`config.mk`:
```
export PLATFORM = sky130hd
export DESIGN_NAME = priority_handoff_mutex
export DESIGN_NICKNAME = d
export VERILOG_FILES = /design/src/phm_pkg.sv /design/src/phm_cell.sv /design/src/priority_handoff_mutex.sv
export VERILOG_INCLUDE_DIRS = /design/src /design/src/src
export SDC_FILE = /design/constraint.sdc
export NUM_CORES = 1
export LEC_CHECK = 0
export BUFFER_PORTS_ARGS = -buffer_cell sky130_fd_sc_hd__buf_2
export CORE_MARGIN = 10
export CORE_UTILIZATION = 67
export CTS_BUF_LIST = sky130_fd_sc_hd__clkbuf_8 sky130_fd_sc_hd__clkbuf_16
export DETAILED_ROUTE_END_ITERATION = 10
export PLACE_DENSITY = 0.91
export SETUP_SLACK_MARGIN = 0.4
export SLEW_MARGIN = 25
export SYNTH_ARGS = -nofsm -noshare
export SYNTH_HDL_FRONTEND = slang
export SYNTH_HIERARCHICAL = 1
export SYNTH_SLANG_ARGS = --single-unit
```
`constraint.sdc`:
```
create_clock -name clk_i -period 11.3 [get_ports clk_i]
set_input_delay 1.13 -clock clk_i [delete_from_list [all_inputs] [get_ports clk_i]]
set_output_delay 1.13 -clock clk_i [all_outputs]
set_load 0.005 [all_outputs]
```
`src/assert_macros.svh`:
```
// Assertion macros used by the mutex RTL.
`ifndef ASSERT_MACROS_SVH
`define ASSERT_MACROS_SVH
`ifndef SYNTHESIS
`define PHM_ASSERT(lbl, prop, msg) \
  lbl: assert property (@(posedge clk_i) disable iff (!rst_ni) prop) else $error(msg);
`define PHM_ASSERT_NEXT(lbl, pre, post, msg) \
  lbl: assert property (@(posedge clk_i) disable iff (!rst_ni) pre |=> post) else $error(msg);
`else
`define PHM_ASSERT(lbl, prop, msg)
`define PHM_ASSERT_NEXT(lbl, pre, post, msg)
`endif
`endif

```
`src/phm_pkg.sv`:
```
// Types and constants of the priority handoff mutex.
package phm_pkg;

  localparam int unsigned MaxWaiters = 8;
  localparam int unsigned TaskW      = 3;
  localparam int unsigned PrioW      = 8;

  typedef enum logic [2:0] {
    StAcquired = 3'd0,
    StAlready  = 3'd1,
    StQueued   = 3'd2,
    StFreed    = 3'd3,
    StHandoff  = 3'd4,
    StNotOwner = 3'd5,
    StInIsr    = 3'd6,
    StFull     = 3'd7
  } status_e;

  typedef enum logic {
    OpLock   = 1'b0,
    OpUnlock = 1'b1
  } op_e;

  typedef enum logic [1:0] {
    CmdHold = 2'd0,
    CmdPush = 2'd1,
    CmdPop  = 2'd2
  } cell_cmd_e;

  // Broadcast to every cell of the wait queue.
  typedef struct packed {
    cell_cmd_e        cmd;
    logic [TaskW-1:0] task_id;
    logic [PrioW-1:0] prio;
  } cell_ctrl_t;

  // What one cell shows its neighbors.
  typedef struct packed {
    logic             present;
    logic             keep;
    logic [TaskW-1:0] task_id;
    logic [PrioW-1:0] prio;
  } slot_t;

endpackage

```
`src/phm_cell.sv`:
```
// One slot of the wait queue, kept sorted by priority then arrival.
module phm_cell (
  input  logic              clk_i,
  input  logic              rst_ni,
  input  phm_pkg::cell_ctrl_t ctrl_i,
  input  phm_pkg::slot_t    prev_i,
  input  phm_pkg::slot_t    next_i,
  output phm_pkg::slot_t    slot_o
);

  logic                      present_q, present_d;
  logic [phm_pkg::TaskW-1:0] task_q, task_d;
  logic [phm_pkg::PrioW-1:0] prio_q, prio_d;
  logic                      keep;

  // Entries at least as urgent as the new one stay; equal priority stays ahead.
  assign keep = present_q && (prio_q <= ctrl_i.prio);

  always_comb begin
    present_d = present_q;
    task_d    = task_q;
    prio_d    = prio_q;
    case (ctrl_i.cmd)
      phm_pkg::CmdPush: begin
        if (keep) begin
          present_d = present_q;
        end else if (prev_i.keep) begin
          present_d = 1'b1;
          task_d    = ctrl_i.task_id;
          prio_d    = ctrl_i.prio;
        end else begin
          present_d = prev_i.present;
          task_d    = prev_i.task_id;
          prio_d    = prev_i.prio;
        end
      end
      phm_pkg::CmdPop: begin
        present_d = next_i.present;
        task_d    = next_i.task_id;
        prio_d    = next_i.prio;
      end
      default: begin
        present_d = present_q;
      end
    endcase
  end

  always_ff @(posedge clk_i or negedge rst_ni) begin
    if (!rst_ni) begin
      present_q <= 1'b0;
    end else begin
      present_q <= present_d;
    end
  end

  always_ff @(posedge clk_i) begin
    task_q <= task_d;
    prio_q <= prio_d;
  end

  assign slot_o = '{present: present_q, keep: keep, task_id: task_q, prio: prio_q};

endmodule

```
`src/priority_handoff_mutex.sv`:
```
// Priority handoff mutex: request decode, owner state and a sorted chain of queue cells.
// Latency: a request's result word is registered, and shown in the cycle after the request is accepted.
// One request per cycle while ready; the queue cells settle a push or pop in that cycle.
// A request is accepted whenever the result register is empty or being drained.
// Reset (rst_ni low, asynchronous): mutex free, no owner, queue empty, no result pending.
`include "assert_macros.svh"

module priority_handoff_mutex (
  input  logic        clk_i,
  input  logic        rst_ni,
  input  logic        s_axis_tvalid,
  output logic        s_axis_tready,
  input  logic [15:0] s_axis_tdata,  // task_id[2:0], task_priority[10:3], zero pad
  input  logic [1:0]  s_axis_tuser,  // op[0], from_interrupt[1]
  output logic        m_axis_tvalid,
  input  logic        m_axis_tready,
  output logic [7:0]  m_axis_tdata   // status[2:0], wake_valid[3], wake_task[6:4], zero pad
);

  localparam int unsigned N = phm_pkg::MaxWaiters;

  logic                      owner_valid_q, owner_valid_d;
  logic [phm_pkg::TaskW-1:0] owner_task_q, owner_task_d;
  logic                      out_valid_q;
  logic [7:0]                out_data_q;

  phm_pkg::slot_t     slots [N];
  phm_pkg::slot_t     prev_link [N];
  phm_pkg::slot_t     next_link [N];
  phm_pkg::cell_ctrl_t ctrl;

  logic                      accept;
  phm_pkg::op_e              op;
  logic                      from_isr;
  logic [phm_pkg::TaskW-1:0] req_task;
  logic [phm_pkg::PrioW-1:0] req_prio;
  logic                      is_owner;
  phm_pkg::status_e          status;
  logic                      wake_valid;
  logic [phm_pkg::TaskW-1:0] wake_task;
  phm_pkg::cell_cmd_e        cmd;

  assign s_axis_tready = !out_valid_q || m_axis_tready;
  assign accept        = s_axis_tvalid && s_axis_tready;

  assign op       = phm_pkg::op_e'(s_axis_tuser[0]);
  assign from_isr = s_axis_tuser[1];
  assign req_task = s_axis_tdata[2:0];
  assign req_prio = s_axis_tdata[10:3];
  assign is_owner = owner_valid_q && (owner_task_q == req_task);

  always_comb begin
    status        = phm_pkg::StInIsr;
    wake_valid    = 1'b0;
    wake_task     = '0;
    cmd           = phm_pkg::CmdHold;
    owner_valid_d = owner_valid_q;
    owner_task_d  = owner_task_q;
    if (from_isr) begin
      status = phm_pkg::StInIsr;
    end else if (op == phm_pkg::OpLock) begin
      if (is_owner) begin
        status = phm_pkg::StAlready;
      end else if (!owner_valid_q) begin
        status        = phm_pkg::StAcquired;
        owner_valid_d = 1'b1;
        owner_task_d  = req_task;
      end else if (slots[N-1].present) begin
        status = phm_pkg::StFull;
      end else begin
        status = phm_pkg::StQueued;
        cmd    = phm_pkg::CmdPush;
      end
    end else if (!is_owner) begin
      status = phm_pkg::StNotOwner;
    end else if (!slots[0].present) begin
      status        = phm_pkg::StFreed;
      owner_valid_d = 1'b0;
      owner_task_d  = '0;
    end else begin
      // Head of the sorted queue is the most urgent, earliest waiter.
      status       = phm_pkg::StHandoff;
      wake_valid   = 1'b1;
      wake_task    = slots[0].task_id;
      owner_task_d = slots[0].task_id;
      cmd          = phm_pkg::CmdPop;
    end
    if (!accept) begin
      cmd = phm_pkg::CmdHold;
    end
  end

  assign ctrl = '{cmd: cmd, task_id: req_task, prio: req_prio};

  for (genvar i = 0; i < N; i++) begin : g_cell
    if (i == 0) begin : g_head
      assign prev_link[i] = '{present: 1'b1, keep: 1'b1, task_id: '0, prio: '0};
    end else begin : g_body
      assign prev_link[i] = slots[i-1];
    end
    if (i == N - 1) begin : g_tail
      assign next_link[i] = '{present: 1'b0, keep: 1'b0, task_id: '0, prio: '0};
    end else begin : g_inner
      assign next_link[i] = slots[i+1];
    end
    phm_cell u_cell (
      .clk_i  (clk_i),
      .rst_ni (rst_ni),
      .ctrl_i (ctrl),
      .prev_i (prev_link[i]),
      .next_i (next_link[i]),
      .slot_o (slots[i])
    );
  end

  always_ff @(posedge clk_i or negedge rst_ni) begin
    if (!rst_ni) begin
      owner_valid_q <= 1'b0;
      owner_task_q  <= '0;
      out_valid_q   <= 1'b0;
    end else begin
      if (accept) begin
        owner_valid_q <= owner_valid_d;
        owner_task_q  <= owner_task_d;
        out_valid_q   <= 1'b1;
      end else if (m_axis_tready) begin
        out_valid_q <= 1'b0;
      end
    end
  end

  always_ff @(posedge clk_i) begin
    if (accept) begin
      out_data_q <= {1'b0, wake_task, wake_valid, status};
    end
  end

  assign m_axis_tvalid = out_valid_q;
  assign m_axis_tdata  = out_data_q;

  `PHM_ASSERT(a_waiters_need_owner, slots[0].present |-> owner_valid_q, "waiter queued while mutex free")
  `PHM_ASSERT(a_queue_compact, slots[1].present |-> slots[0].present, "queue has a hole at the head")
  `PHM_ASSERT(a_queue_sorted, (slots[0].present && slots[1].present) |-> (slots[0].prio <= slots[1].prio), "queue head out of priority order")
  `PHM_ASSERT_NEXT(a_handoff_sets_owner, accept && (cmd == phm_pkg::CmdPop), owner_valid_q && (owner_task_q == m_axis_tdata[6:4]), "handoff did not move ownership")

endmodule

```
==> metrics.txt <==
status finished clean; critical setup path kind input pin to register; CTS buffer count 9; # fillers 850; Synth Instances just under 800; Setup-failing EPs final 0; clk_skew about 0.008 ns; wire per inst roughly 18 um; final net count approximately 880; Post-CTS Setup Inserts 0; DR vias approximately 5,700; Pre-antenna DRT Iters 5; Die Y ~130 um; Reg clk slew, reported paths ~0.07 ns; count of buffers from port buffering 25; Die ar. approximately 17,000 sq um; Tot Pwr between 1 and 1.5 mW; commonest non-fill, non-tap cell in the layout mux2i_1; layout cells sized above 1 24.62%; Post-CTS Resized 0; vias in the first global route a little under 6,000; worst rel slew slack 52.24%; Initial DRC Count about 420; vias per inst roughly 6; first-pass GRT wire length between 20,000 and 30,000 um; die width 130.7 um; Worst Path Max Fanout 40; RSZ-0062 raised after global routing false; Tightest Hold Check Type register to register; max-cap viol count 0; Final Hold Viols 0; hold buffer count at CTS 0; Final Non-Filler Cells approximately 940; R2R Path Start owner_task_q[0]; DRC 0; dpl hpwl 12,710 um; Critical path origin s_axis_tdata[0]; Fmax between 200 and 300 MHz; final WL approximately 17,000 um; Ports 32; CORE AREA roughly 12,000 sq um; FF-to-FF setup slack approximately 8.0 ns; r2r endpoint g_cell[3].u_cell/prio_q[2]; Leakage Power between 3 and 4 nW; Worst Setup End Kind register; HP Start owner_task_q[2]; R2R cell count 7; mapped cell area approximately 8200 sq um; Sum Neg Setup Slack 0 ns; htree depth 3; CTS tree yes; Slew Viols, Final 0; Clk Latency, worst-skew pair roughly 0.36 ns; commonest non-fill, non-tap cells in the layout mux2i_1, edfxtp_1, nand2_1, o21ai_2, inv_1; actual slew at the worst max-slew pin 0.7164 ns; Area Overhead vs Synth 4.725%; GRT Residual Overflow 0; Cell Pwr Density 132.3 nW/um^2; VDD IR-drop max about 0.14 mV; Clock Path Buffers 2; Post-DRT Antenna Nets 0; diode count 0; Post-Syn Area per Cell around 11 sq um; initial antenna violation count 0; Final Util between 70 and 80%; largest net degree at the start of global routing 41; Post-Place Cells about 930; Core Rows 40; GRT Overall Usage about a fifth; crit path to g_cell[3].u_cell/prio_q[2]; worst path required time around 11 ns; Starting Density between 60% and 70%; root buffer cell clkbuf_16; clk sink count roughly 110; WP data arrival between 3 and 4 ns; nature of the critical path startpoint input pin; gp weighted congestion between 0.8 and 0.9; yosys warns 6; minimum clock period 3.910 ns; period utilization 34.60%
==> worst min-delay path by stage <==
stage / cells after the start / endpoint / slack (ns)
after floorplan: 1 / owner_task_q[1] / 0.48
after global placement: 1 / owner_task_q[1] / 0.51
after detailed placement: 1 / owner_task_q[1] / 0.53
after CTS: 1 / owner_task_q[1] / 0.54
after global routing: 1 / owner_task_q[1] / 0.57
final: 1 / owner_task_q[2] / 0.54
==> layer usage <==
| layer | wire (um) | vias to the layer above | global-route usage (%) |
|---|---|---|---|
| li1 | - | 2804 | - |
| met1 | 7123 | 2682 | 24.84 |
| met2 | 8902 | 150 | 36.66 |
| met3 | 732 | 26 | 4.512 |
| met4 | 267 | 0 | 5.952 |
| met5 | 0 | - | 0 |
==> metrics by stage <==
step / hold slack [ns] / worst slack [ns] / cell area, sq um
2_1_floorplan: 0.4798 / 4.703 / 8307
3_5_place_dp: 0.5255 / 6.680 / 8275
4_1_cts: 0.5418 / 7.077 / 8553
6_report: 0.5437 / 7.390 / 8597
5_1_grt: 0.5730 / 7.219 / 8597
3_3_place_gp: 0.5144 / 6.899 / 8269
==> worst max-delay path, cell delays in order <==
cell	delay (ns)
buf_2	0.27
xor2_1	0.22
or4_1	0.60
nor2_2	0.10
buf_4	0.39
and2b_4	0.46
inv_1	0.09
a31oi_2	0.61
==> power by group <==
| part | total (mW) | switching (mW) | internal (mW) |
|---|---|---|---|
| clock | 0.295 | 0.144 | 0.151 |
| sequential | 0.529 | 0.0443 | 0.484 |
| combinational | 0.313 | 0.176 | 0.137 |
==> state kept, by name, summed over array words and instances, names as in the netlist <==
name and flops:
g_cell.u_cell/prio_q 64, g_cell.u_cell/task_q 24, g_cell.u_cell/present_q 8, m_axis_tdata 7, owner_task_q 3, m_axis_tvalid 1, owner_valid_q 1
==> area by class of cell <==
class / instances / area [sq um] / area share (%)
Multi-Input combinational cell: 571 / 4539 / 52.80
Sequential cell: 108 / 3178 / 36.97
Inverter: 74 / 277.8 / 3.231
Clock buffer: 9 / 225.2 / 2.620
Tap cell: 147 / 183.9 / 2.139
Timing Repair Buffer: 27 / 140.1 / 1.630
Clock inverter: 7 / 52.55 / 0.6113
No activity file was read; power rests on OpenSTA's default activity.
